### src/design/mhm_pkg.sv
package mhm_pkg;

    localparam int AXIS_W   = 16;
    localparam int DIFF_W   = 17;
    localparam int FIELD_W  = 19;
    localparam int MAG_W    = 19;
    localparam int BEAR_W   = 15;
    localparam int SQ_W     = 34;
    localparam int SUM_W    = 36;
    localparam int RAD_W    = 40;
    localparam int ROOT_W   = 20;
    localparam int REM_W    = 23;
    localparam int CORD_W   = 44;
    localparam int ACC_W    = 32;
    localparam int PRESHIFT = 24;
    localparam int ATAN_LEN = 24;

    localparam logic [ACC_W-1:0] TURN_QUARTER = 32'h4000_0000;
    localparam logic [ACC_W-1:0] TURN_HALF    = 32'h8000_0000;
    localparam logic [ACC_W-1:0] TURN_3Q      = 32'hC000_0000;

    localparam logic [ACC_W-1:0] ATAN_TURNS [ATAN_LEN] = '{
        32'd536870912, 32'd316933406, 32'd167458907, 32'd85004756,
        32'd42667331,  32'd21354465,  32'd10679838,  32'd5340245,
        32'd2670163,   32'd1335087,   32'd667544,    32'd333772,
        32'd166886,    32'd83443,     32'd41722,     32'd20861,
        32'd10430,     32'd5215,      32'd2608,      32'd1304,
        32'd652,       32'd326,       32'd163,       32'd81
    };

    typedef enum logic [1:0] {
        REG_X_OFFSET = 2'd0,
        REG_Y_OFFSET = 2'd1,
        REG_Z_OFFSET = 2'd2,
        REG_NONE     = 2'd3
    } cfg_reg_t;

    typedef struct packed {
        logic signed [DIFF_W-1:0] dx;
        logic signed [DIFF_W-1:0] dy;
        logic signed [DIFF_W-1:0] dz;
        logic [RAD_W-1:0]         rad;
        logic [REM_W-1:0]         rem;
        logic [ROOT_W-1:0]        root;
        logic signed [CORD_W-1:0] u;
        logic signed [CORD_W-1:0] v;
        logic [ACC_W-1:0]         acc;
        logic                     fixed_angle;
    } mhm_item_t;

endpackage

### src/design/mhm_cell.sv
module mhm_cell #(
    parameter int IDX       = 0,
    parameter bit DO_SQRT   = 1'b1,
    parameter bit DO_CORDIC = 1'b1
) (
    input  logic               clk,
    input  logic               rst_n,
    input  logic               up_valid,
    output logic               up_ready,
    input  mhm_pkg::mhm_item_t up_item,
    output logic               dn_valid,
    input  logic               dn_ready,
    output mhm_pkg::mhm_item_t dn_item
);
    import mhm_pkg::*;

    logic      valid_reg;
    mhm_item_t item_reg;
    mhm_item_t item_next;
    logic [REM_W-1:0] rem_sh;
    logic [REM_W-1:0] trial;
    logic signed [CORD_W-1:0] su;
    logic signed [CORD_W-1:0] sv;

    always_comb
    begin
        item_next = up_item;
        rem_sh    = {up_item.rem[REM_W-3:0], up_item.rad[RAD_W-1 -: 2]};
        trial     = {1'b0, up_item.root, 2'b01};
        su        = up_item.u >>> IDX;
        sv        = up_item.v >>> IDX;
        if (DO_SQRT)
        begin
            item_next.rad = {up_item.rad[RAD_W-3:0], 2'b00};
            if (rem_sh >= trial)
            begin
                item_next.rem  = rem_sh - trial;
                item_next.root = {up_item.root[ROOT_W-2:0], 1'b1};
            end
            else
            begin
                item_next.rem  = rem_sh;
                item_next.root = {up_item.root[ROOT_W-2:0], 1'b0};
            end
        end
        if (DO_CORDIC && !up_item.fixed_angle)
        begin
            // turn the vector towards the positive u axis
            if (up_item.v > 0)
            begin
                item_next.u   = up_item.u + sv;
                item_next.v   = up_item.v - su;
                item_next.acc = up_item.acc + ATAN_TURNS[IDX];
            end
            else
            begin
                item_next.u   = up_item.u - sv;
                item_next.v   = up_item.v + su;
                item_next.acc = up_item.acc - ATAN_TURNS[IDX];
            end
        end
    end

    assign up_ready = !valid_reg || dn_ready;
    assign dn_valid = valid_reg;
    assign dn_item  = item_reg;

    always_ff @(posedge clk or negedge rst_n)
    begin
        if (!rst_n)
            valid_reg <= 1'b0;
        else if (up_ready)
            valid_reg <= up_valid;
    end

    always_ff @(posedge clk)
    begin
        if (up_ready && up_valid)
            item_reg <= item_next;
    end

endmodule

### config.mk
export PLATFORM = sky130hd
export DESIGN_NAME = mhm_cell
export DESIGN_NICKNAME = d
export VERILOG_FILES = /design/src/design/mhm_pkg.sv /design/src/design/mhm_cell.sv
export SDC_FILE = /design/constraint.sdc
export NUM_CORES = 1
export LEC_CHECK = 0
export ABC_AREA = 1
export BUFFER_PORTS_ARGS = -buffer_cell sky130_fd_sc_hd__buf_2
export CAP_MARGIN = 15
export CORE_AREA = 4 4 240 242
export CTS_BUF_LIST = sky130_fd_sc_hd__clkbuf_8
export CTS_CLUSTER_DIAMETER = 60
export DETAILED_ROUTE_END_ITERATION = 10
export DIE_AREA = 0 0 244 246
export PLACE_DENSITY = 0.62
export SLEW_MARGIN = 10
export SYNTH_ARGS = -nofsm -noshare
export SYNTH_HDL_FRONTEND = slang
export SYNTH_SLANG_ARGS = --single-unit
### constraint.sdc
create_clock -name clk -period 17.68 [get_ports clk]
set_clock_uncertainty 0.2 [all_clocks]
set_input_delay 0.884 -clock clk [delete_from_list [all_inputs] [get_ports clk]]
set_output_delay 0.884 -clock clk [all_outputs]
set_load 0.02 [all_outputs]
==> impl_metrics.tcl, run 1 <==
set metrics [dict create \
    status "completed" \
    synthArstFlopShare_pct 0.3937 \
    maxSlewViolCount 0 \
    die_h_um 246 \
    path_max_fanout 4 \
    vias_per_cell 5.044 \
    critPathLaunchType "primary input" \
    power.density_nw_per_um2 73.90 \
    hold_viol_final 0 \
    setup_tns_ns 0 \
    rsz0062_at_grt "false" \
    drt_iter0_drc 1745 \
    maxCapViolCount 0 \
    wl_mm 96.32 \
    pwr-share-seq_pct 38.1 \
    gr-total-overflow 0 \
    cp_slowest_stage_delay_ns 0.67 \
    wire_per_inst_um 21.50 \
    synth_area_sq_um 22010 \
    die_area_sq_um 60020 \
    cp-end-kind "flop" \
    worstSkewPairLatency_ns 0.61 \
    synth_edf_count 253 \
    clk_pin_slew_ns 0.06 \
    cp_slowest_cell "o21bai_1" \
    htree_levels 2 \
    pwr-share-comb_pct 35.2 \
    synth_ff_type "edfxtp_1" \
    yosysMostFrequentCell "nand2_1" \
    slew-limit-headroom_pct 33.72 \
    postRouteAntennaNets 0 \
    drc 0 \
    syn2layout_area_growth_pct 17.85 \
    pwr-share-clk_pct 26.7 \
    pin_count 516 \
    p_int_mw 1.175 \
    grt_pass1_vias 21360 \
    crit_top_cell "nand3_1" \
    crit_chain "buf_2 -> inv_1 -> ha_1 -> fa_1 -> o21ai_2 -> a21oi_1 -> o21bai_1 -> nand2_1 -> nand3_1 -> nand3_1 -> nand3_1 -> nand2_1" \
    switching_share_pct 38.71 \
    power_leakage_nw 13.62 \
    worst-r2r-setup-slack_ns 14.96 \
    portBuffers 511 \
    power.switching_mw 0.7423 \
    post_cts_buffers 0 \
    critPathKind "in -> reg" \
    dr.pass1.iters 7 \
    gp_congestion 0.9876 \
    setup_viol_count_final 0 \
    min_period_over_period_pct 22.05 \
    fin_crit_ns 3.898 \
    synth.area.top_cells "edfxtp_1 (35%), nand2_1 (20%), ha_1 (9.5%)" \
    vias 22600 \
    hold_path.class "in -> reg" \
    cts_made_buffers 44 \
    yosysTopAreaCell "edfxtp_1" \
    antenna_found_initial 30 \
    worst_ir_drop_vdd_mv 0.05192 \
    die_width_um 244 \
    dpl.hpwl_mm 81.46 \
    nNetsFinal 4116 \
    synthCells 3203 \
    crit_arrival_ns 4.07 \
    crit_required_ns 17.85 \
    worst-path-buf-inv 2 \
    clock-root-buffer "clkbuf_8" \
    numClockSinks 254 \
    post_route_cells_drive_above_1_share_pct 17.74 \
    synth_common_cells "nand2_1 (1,152), inv_1 (508), nor2_1 (271), edfxtp_1 (253), nand3_1 (244)" \
    crit_family "compound AO/OA/AOI/OAI gates" \
    synth_top_area_share_pct 34.51 \
    ys_types 51 \
    synth-seq-area-share_pct 34.63 \
    max_slew.worst_pin.slew_ns 0.9838 \
    final_util_pct 47.09 \
    yosysWarnings 0 \
    core_sq_um 55090 \
    grt_max_degree 172 \
    cts_buffer_depth 3 \
    synth-seq-cells 254 \
    cts_tree "built" \
    num_rows 86 \
    fmax_mhz 256.5 \
    syn_area_per_cell_sq_um 6.873 \
    grt_pass1_wl_mm 136.7 \
    grt_usage_pct 30.71 \
    start_util_pct 39.96 \
]
==> final cells by class <==
type	count	area, sq um
Tap cell	748	935.9
Clock buffer	47	646.9
Inverter	516	1944
Clock inverter	28	156.4
Fill cell	5809	29150
Antenna cell	17	42.54
Multi-Input combinational cell	2350	11960
Sequential cell	254	7622
Timing Repair Buffer	520	2640
==> what timing repair did <==
action                    in CTS  in global routing
hold buffers                   1                  0
resized for setup              0                  0
hold endpoints to repair       1                  0
==> registers in the layout (all words and copies together), names as in the netlist <==
register,count
dn_valid,1
dn_item,253
==> per-stage QoR <==
stage | hold WS, ns | std cells | instance area, sq um | power (mW) | setup slack [ns]
2_1_floorplan | 0.3884 | 3204 | 22020 | 1.185 | 3.470
3_3_place_gp | 0.4482 | 4387 | 25090 | 1.406 | 13.23
3_5_place_dp | 0.4311 | 4387 | 25090 | 1.407 | 13.26
4_1_cts | 0.1682 | 4463 | 25900 | 1.927 | 13.92
5_1_grt | 0.1623 | 4479 | 25940 | 2.027 | 13.82
6_report | 0.1988 | 4480 | 25940 | 1.917 | 13.78
==> layer usage <==
layer  track usage, %  wire length [um]  part of all wire, %
met1            36.09             37280                   39
met2            53.51             46240                   48
met3            4.647              6602                  6.9
met4            17.77              6184                  6.4
met5                0                13                0.013
==> layout by cell type, fill, tap and decap left out, types with 3 or more instances in the layout <==
cell and instances:
nand4_1 34, o21ai_2 15, nor2_1 271, o211ai_1 16, inv_2 7, clkinv_1 6
a21oi_1 137, a31oi_1 5, nand3_2 5, edfxtp_1 253, nand2_1 1151, and2_1 6
o21ai_0 93, o21a_1 3, or2_2 6, nor3_1 15, a21boi_0 3, nand2_2 19
a21oi_2 7, ha_1 167, diode_2 17, fa_1 4, nand3_1 244, buf_2 511
o21bai_1 31, clkinv_2 4, nor2_2 15, inv_1 520, a21o_1 5, nor4_1 4
xnor2_1 9, buf_4 7, clkbuf_8 47, xor2_1 47, o21ai_1 19
==> power by group through the flow <==
stage | Sequential (mW) | Combinational, mW | Clock (mW)
after floorplan | 0.811 | 0.374 | 0
after global placement | 0.742 | 0.664 | 0
after detailed placement | 0.742 | 0.665 | 0
after CTS | 0.730 | 0.668 | 0.528
after global routing | 0.733 | 0.736 | 0.557
final | 0.730 | 0.676 | 0.511
==> logic make-up (layout without fill, tap and decap cells) <==
family / Yosys count / after routing / synth area share (%)
AND/OR/NAND/NOR: 1783 / 1783 / 33.31
buffers and inverters: 600 / 1111 / 11.17
AO/OA/AOI/OAI: 338 / 338 / 8.793
flip-flops: 254 / 254 / 34.63
adder cells (fa/ha/maj): 171 / 171 / 9.856
XOR/XNOR: 56 / 56 / 2.228
other: 1 / 19 / 0.01703
==> worst register-to-register path, stage by stage, from the launching register on <==
cell	delay, ns
dfrtp_1	0.42
a21oi_4	0.80
buf_12	0.69
==> path summary, 6_finish.rpt <==
path	startpoint	endpoint	depth (start not counted)
max	up_item[33]	dn_item[65]$_DFFE_PP_	12
min	up_item[206]	dn_item[206]$_DFFE_PP_	1
max reg2reg	dn_valid$_DFFE_PN0N_	dn_item[111]$_DFFE_PP_	2
min reg2reg	dn_valid$_DFFE_PN0N_	dn_valid$_DFFE_PN0N_	2
max in group asynchronous	rst_n	dn_valid$_DFFE_PN0N_	2
min in group asynchronous	rst_n	dn_valid$_DFFE_PN0N_	2
No activity file was read; power rests on OpenSTA's default activity.
==> inputs of run 2 (changes only) <==
--- a/config.mk
+++ b/config.mk
@@ -13,7 +13,7 @@
 export CTS_CLUSTER_DIAMETER = 60
 export DETAILED_ROUTE_END_ITERATION = 10
 export DIE_AREA = 0 0 244 246
-export PLACE_DENSITY = 0.62
+export PLACE_DENSITY = 0.64
 export SLEW_MARGIN = 10
 export SYNTH_ARGS = -nofsm -noshare
 export SYNTH_HDL_FRONTEND = slang
==> constraint.sdc (replaced) <==
create_clock -name clk -period 3.4 [get_ports clk]
set_clock_uncertainty 0.2 [all_clocks]
set_input_delay 0.17 -clock clk [delete_from_list [all_inputs] [get_ports clk]]
set_output_delay 0.17 -clock clk [all_outputs]
set_load 0.02 [all_outputs]
==> run 2 against run 1 <==
Register-to-register slack got worse by 13 ns. Sequential cell count is the same. Clock power rose to 5.4 times the previous value. Core utilization up 6.7 points. Design area grew 14%. Sequential power rose to 5.2 times the previous value. Cell count increased by 8.3%. Power grew to 5.5 times the previous value.
==> impl_metrics.tcl, run 2 (same netlist as run 1, synthesis figures left out) <==
set metrics [dict create \
    maxSlewViolCount 0 \
    grt_max_degree 112 \
    power.switching_mw 4.084 \
    pwr-share-comb_pct 37.8 \
    r2r_start "dn_valid$_DFFE_PN0N_" \
    htree_levels 2 \
    wire_per_inst_um 20.80 \
    critPathLaunchType "primary input" \
    dpl_worst_slack_ns 0.3000 \
    fin_crit_ns 3.253 \
    p_int_mw 6.445 \
    min_period_over_period_pct 95.68 \
    maxCapViolCount 0 \
    crit_arrival_ns 3.43 \
    num_rows 86 \
    drc 0 \
    die_width_um 244 \
    crit_top_cell "nand2_1" \
    vias 24230 \
    path_max_fanout 31 \
    start_util_pct 39.96 \
    grt_pass1_wl_mm 145.8 \
    dpl.hpwl_mm 83.12 \
    hold_path.class "in -> reg" \
    vias_per_cell 4.993 \
    cp_slowest_stage_delay_ns 0.56 \
    worstSkewPairLatency_ns 0.62 \
    nFillCells 5521 \
    die_h_um 246 \
    clk_pin_slew_ns 0.06 \
    fin_ws_ns 0.1469 \
    cp-end-kind "flop" \
    power.density_nw_per_um2 355.6 \
    gr-total-overflow 0 \
    setup_viol_count_final 0 \
    portBuffers 511 \
    startpoint "up_item[76]" \
    gp_congestion 1.020 \
    pin_count 516 \
    clock-root-buffer "clkbuf_8" \
    pwr-share-clk_pct 26.2 \
    hold_viol_final 0 \
    cts_buffer_depth 3 \
    post_route_cells_drive_above_1_share_pct 19.38 \
    numClockSinks 254 \
    multi_input_area_sq_um 12060 \
    status "completed" \
    cp_slowest_cell "dlygate4sd3_1" \
    hold_path.startpoint "up_item[241]" \
    crit_chain "dlygate4sd3_1 -> buf_2 -> inv_1 -> nand4_1 -> nor2_1 -> nand2_1 -> nor2_1 -> nand2_1 -> nand2_4 -> inv_4 -> buf_12 -> nand3_1 -> nand2_1 -> nand2_1 -> nand2_1 -> dlygate4sd3_1" \
    wl_mm 100.9 \
    dr.pass1.iters 6 \
    final_common_cell "nand2_1" \
    grt_pass1_vias 23490 \
    nNetsFinal 4487 \
    cts_tree "built" \
    antenna_found_initial 13 \
    finalPower_mw 10.53 \
    worst_ir_drop_vdd_mv 0.2456 \
    critPathKind "in -> reg" \
    slew-limit-headroom_pct 44.50 \
    fmax_mhz 307.4 \
    final_util_pct 53.75 \
    drt_iter0_drc 2084 \
    grt_usage_pct 32.36 \
    die_area_sq_um 60020 \
    seqCellArea_sq_um 7624 \
    power_leakage_nw 15.25 \
    largest_reg_flops 253 \
    cts_made_buffers 46 \
    max_slew.worst_pin.slew_ns 0.8325 \
    final_area_sq_um 29610 \
    syn2layout_area_growth_pct 34.51 \
    postRouteAntennaNets 0 \
    core_sq_um 55090 \
    placed_area_sq_um 25900 \
    pwr-share-seq_pct 36.0 \
    most-common-layout-cells "nand2_1 (1,149), inv_1 (517), buf_2 (510)" \
    switching_share_pct 38.79 \
    setup_tns_ns 0 \
    crit_required_ns 3.58 \
]
-- run 2: changes by cell type in the layout (fill, tap and decap cells not counted), moves of 9 or more --
| cell | delta |
|---|---|
| buf_4 | +94 |
| dlygate4sd3_1 | +270 |
| ha_2 | +12 |
| nor2_1 | -9 |
| ha_1 | -13 |
-- run 2: metrics by stage --
stage,hold WS [ns],cells
2_1_floorplan,-0.3256,3204
3_3_place_gp,-0.2283,4485
3_5_place_dp,-0.2281,4485
4_1_cts,0.001106,4839
5_1_grt,0.01488,4851
6_report,0.03939,4853
-- run 2: per-layer routing --
| layer | GRT usage, % | part of all wire [%] |
|---|---|---|
| met5 | 0 | 0 |
| met4 | 17.32 | 6.3 |
| met3 | 4.974 | 7.0 |
| met2 | 57.30 | 49 |
| met1 | 37.79 | 38 |
-- run 2: repair_timing --
action                                  4_1_cts  5_1_grt
hold buffers                                271        0
gates resized for setup                       0       41
buffers inserted                              0        1
hold endpoints to repair                    266        0
endpoints found under the setup margin        0        1
-- run 2: final timing paths --
| kind | to | slack, ns | depth (start not counted) |
|---|---|---|---|
| hold / removal | dn_item[241]$_DFFE_PP_ | 0.04 | 2 |
| max in group asynchronous | dn_valid$_DFFE_PN0N_ | 2.63 | 3 |
| min in group asynchronous | dn_valid$_DFFE_PN0N_ | 0.24 | 3 |
| setup reg to reg | dn_item[103]$_DFFE_PP_ | 1.47 | 2 |
| hold reg to reg | dn_item[235]$_DFFE_PP_ | 0.49 | 1 |
| setup / recovery | dn_item[120]$_DFFE_PP_ | 0.15 | 16 |
-- run 2: power groups by stage --
stage | combinational, mW | clock, mW | sequential [mW]
finish | 3.98 | 2.76 | 3.79
global route | 4.32 | 2.98 | 3.81
CTS | 3.89 | 2.82 | 3.79
detailed placement | 3.60 | 0 | 3.85
global placement | 3.60 | 0 | 3.85
floorplan | 1.94 | 0 | 4.16
-- run 2: area by class of cell --
cell class	count	area share, %
multi-input cells	2350	40.73
inverters	516	6.621
flip-flops and latches	254	25.75
clock buffers	46	2.138
well taps	748	3.161
diodes	13	0.1099
repair buffers	889	20.81
clock inverters	37	0.6845
-- run 2: critical path, delay by kind of cell --
| kind | cells | cell delay (ns) |
|---|---|---|
| simple gates | 10 | 1.32 |
| buf+inv | 6 | 1.92 |
==> inputs of run 3 (changes only) <==
--- a/config.mk
+++ b/config.mk
@@ -7,13 +7,13 @@
 export LEC_CHECK = 0
 export ABC_AREA = 1
 export BUFFER_PORTS_ARGS = -buffer_cell sky130_fd_sc_hd__buf_2
-export CAP_MARGIN = 15
 export CORE_AREA = 4 4 240 242
 export CTS_BUF_LIST = sky130_fd_sc_hd__clkbuf_8
 export CTS_CLUSTER_DIAMETER = 60
 export DETAILED_ROUTE_END_ITERATION = 10
 export DIE_AREA = 0 0 244 246
 export PLACE_DENSITY = 0.64
+export REMOVE_ABC_BUFFERS = 1
 export SLEW_MARGIN = 10
 export SYNTH_ARGS = -nofsm -noshare
 export SYNTH_HDL_FRONTEND = slang
==> run 3 against run 2 <==
Hold slack lost 0.011 ns. Combinational power is essentially flat. Design area grew 0.24%. Count of clock-buffer cells in the layout is the same. Register-to-register slack lost 0.04 ns. Non-clock buffer count grew 7. Critical path type unchanged. Largest cell class unchanged. Largest power group unchanged.
==> impl_metrics.tcl, run 3 (same netlist as run 1, synthesis figures left out) <==
set metrics [dict create \
    status "completed" \
    die_h_um 246 \
    critPathLaunchType "primary input" \
    wl_mm 102.7 \
    post_route_cells_drive_above_1_share_pct 17.98 \
    maxSlewViolCount 0 \
    grt_max_degree 82 \
    maxCapViolCount 0 \
    antenna_found_initial 12 \
    cts_tree "built" \
    drc 0 \
    crit_arrival_ns 3.54 \
    worstSkewPairLatency_ns 0.62 \
    finalPower_mw 10.64 \
    drt_iter0_drc 1834 \
    slew-limit-headroom_pct 56.60 \
    power_leakage_nw 15.26 \
    final_common_cell "nand2_1" \
    setup_tns_ns 0 \
    fin_crit_ns 3.346 \
    cts_made_buffers 46 \
    fin_ws_ns 0.05354 \
    cp_slowest_stage_delay_ns 0.58 \
    path_max_fanout 12 \
    hold_viol_final 0 \
    multi_input_area_sq_um 11960 \
    power.density_nw_per_um2 358.3 \
    htree_levels 2 \
    setup_viol_count_final 0 \
    nNetsFinal 4494 \
    most-common-layout-cells "nand2_1 (1,151), inv_1 (522), buf_2 (511)" \
    cts_buffer_depth 3 \
    syn2layout_area_growth_pct 34.84 \
    core_sq_um 55090 \
    wire_per_inst_um 21.14 \
    postRouteAntennaNets 0 \
    die_area_sq_um 60020 \
    rsz0062_at_grt "false" \
    crit_chain "dlygate4sd3_1 -> buf_2 -> inv_1 -> ha_1 -> nor2_1 -> nand2_1 -> nand3_2 -> nand2_1 -> nand2_1 -> nand2_1 -> nand2_1 -> xor2_1 -> o21ai_1 -> nand2_1 -> o21ai_1 -> dlygate4sd3_1" \
    seqCellArea_sq_um 7622 \
    clk_pin_slew_ns 0.06 \
    portBuffers 511 \
    grt_pass1_wl_mm 147.2 \
    vias_per_cell 5.038 \
    numClockSinks 254 \
    fmax_mhz 298.8 \
    max_slew.worst_pin.slew_ns 0.6510 \
    worst_ir_drop_vdd_mv 0.3287 \
    grt_usage_pct 32.83 \
    post_cts_buffers 0 \
    cp_slowest_cell "dlygate4sd3_1" \
    dpl_worst_slack_ns 0.2972 \
    cp-end-kind "flop" \
    num_rows 86 \
    gp_congestion 1.042 \
    grt_pass1_vias 24010 \
    hold_ws_ns 0.02803 \
    dp.cells 4461 \
    dr.pass1.iters 6 \
    min_period_over_period_pct 98.43 \
    pin_count 516 \
    vias 24470 \
    gr-total-overflow 0 \
    fin_cells 4858 \
    hold_path.class "in -> reg" \
    crit_required_ns 3.59 \
    critPathKind "in -> reg" \
    largest_reg_flops 253 \
    nFillCells 5548 \
    crit_top_cell "nand2_1" \
    die_width_um 244 \
    start_util_pct 39.96 \
    dpl.hpwl_mm 83.97 \
    clock-root-buffer "clkbuf_8" \
]
-- run 3: cell types whose count changed in the layout (fill, tap and decap cells not counted), moves of 3 or more --
| cell | delta |
|---|---|
| ha_2 | -12 |
| inv_1 | +5 |
| nor2_1 | +9 |
| buf_4 | -27 |
| dlygate4sd3_1 | +32 |
| nor2_2 | -6 |
| nor2_4 | -3 |
| ha_1 | +13 |
-- run 3: metrics by stage --
| step | utilization [%] | cell area, sq um |
|---|---|---|
| CTS | 53.81 | 29640 |
| global placement | 46.70 | 25730 |
| detailed placement | 46.70 | 25730 |
| finish | 53.88 | 29680 |
| floorplan | - | 21500 |
| global route | 53.87 | 29680 |
-- run 3: area by class of cell --
type | count | share of cell area (%)
antenna | 12 | 0.1012
clock buffer | 46 | 2.133
sequential | 254 | 25.68
tap | 748 | 3.153
clock inverter | 36 | 0.8346
multi-input combinational | 2350 | 40.30
timing repair buffer | 896 | 21.25
inverter | 516 | 6.551
-- run 3: final timing paths --
| path | startpoint | endpoint | slack [ns] | depth (start not counted) |
|---|---|---|---|---|
| min | up_item[56] | dn_item[56]$_DFFE_PP_ | 0.03 | 3 |
| max in group asynchronous | rst_n | dn_valid$_DFFE_PN0N_ | 2.70 | 3 |
| min in group asynchronous | rst_n | dn_valid$_DFFE_PN0N_ | 0.20 | 3 |
| max | up_item[35] | dn_item[91]$_DFFE_PP_ | 0.05 | 16 |
| min reg2reg | dn_valid$_DFFE_PN0N_ | dn_item[193]$_DFFE_PP_ | 0.60 | 1 |
| max reg2reg | dn_valid$_DFFE_PN0N_ | dn_item[122]$_DFFE_PP_ | 1.43 | 2 |
-- run 3: where the power goes --
part	internal, mW	switching (mW)	total (mW)	leakage, nW
clock	1.50	1.39	2.88	0.500
combinational	1.35	2.60	3.95	12.3
sequential	3.74	0.0626	3.80	2.43
total	6.59	4.05	10.6	15.3
-- run 3: worst max-delay path, delay by kind of cell --
kind / cells / cell delay, ns
fa+ha+maj: 1 / 0.47
xor+xnor: 1 / 0.24
simple gates: 8 / 1.19
buf+inv: 4 / 1.32
compound gates: 2 / 0.15
-- run 3: repair_timing --
| action | CTS | global route |
|---|---|---|
| hold buffers | 303 | 0 |
| gates resized for setup | 0 | 2 |
| endpoints found under the setup margin | 0 | 1 |
| endpoints found under the hold margin | 259 | 0 |
-- run 3: per-layer routing --
layer / track usage [%] / routed length [um]
met1: 38.45 / 39830
met2: 58.34 / 49940
met3: 4.865 / 6692
met4: 17.13 / 6244
met5: 0 / 0
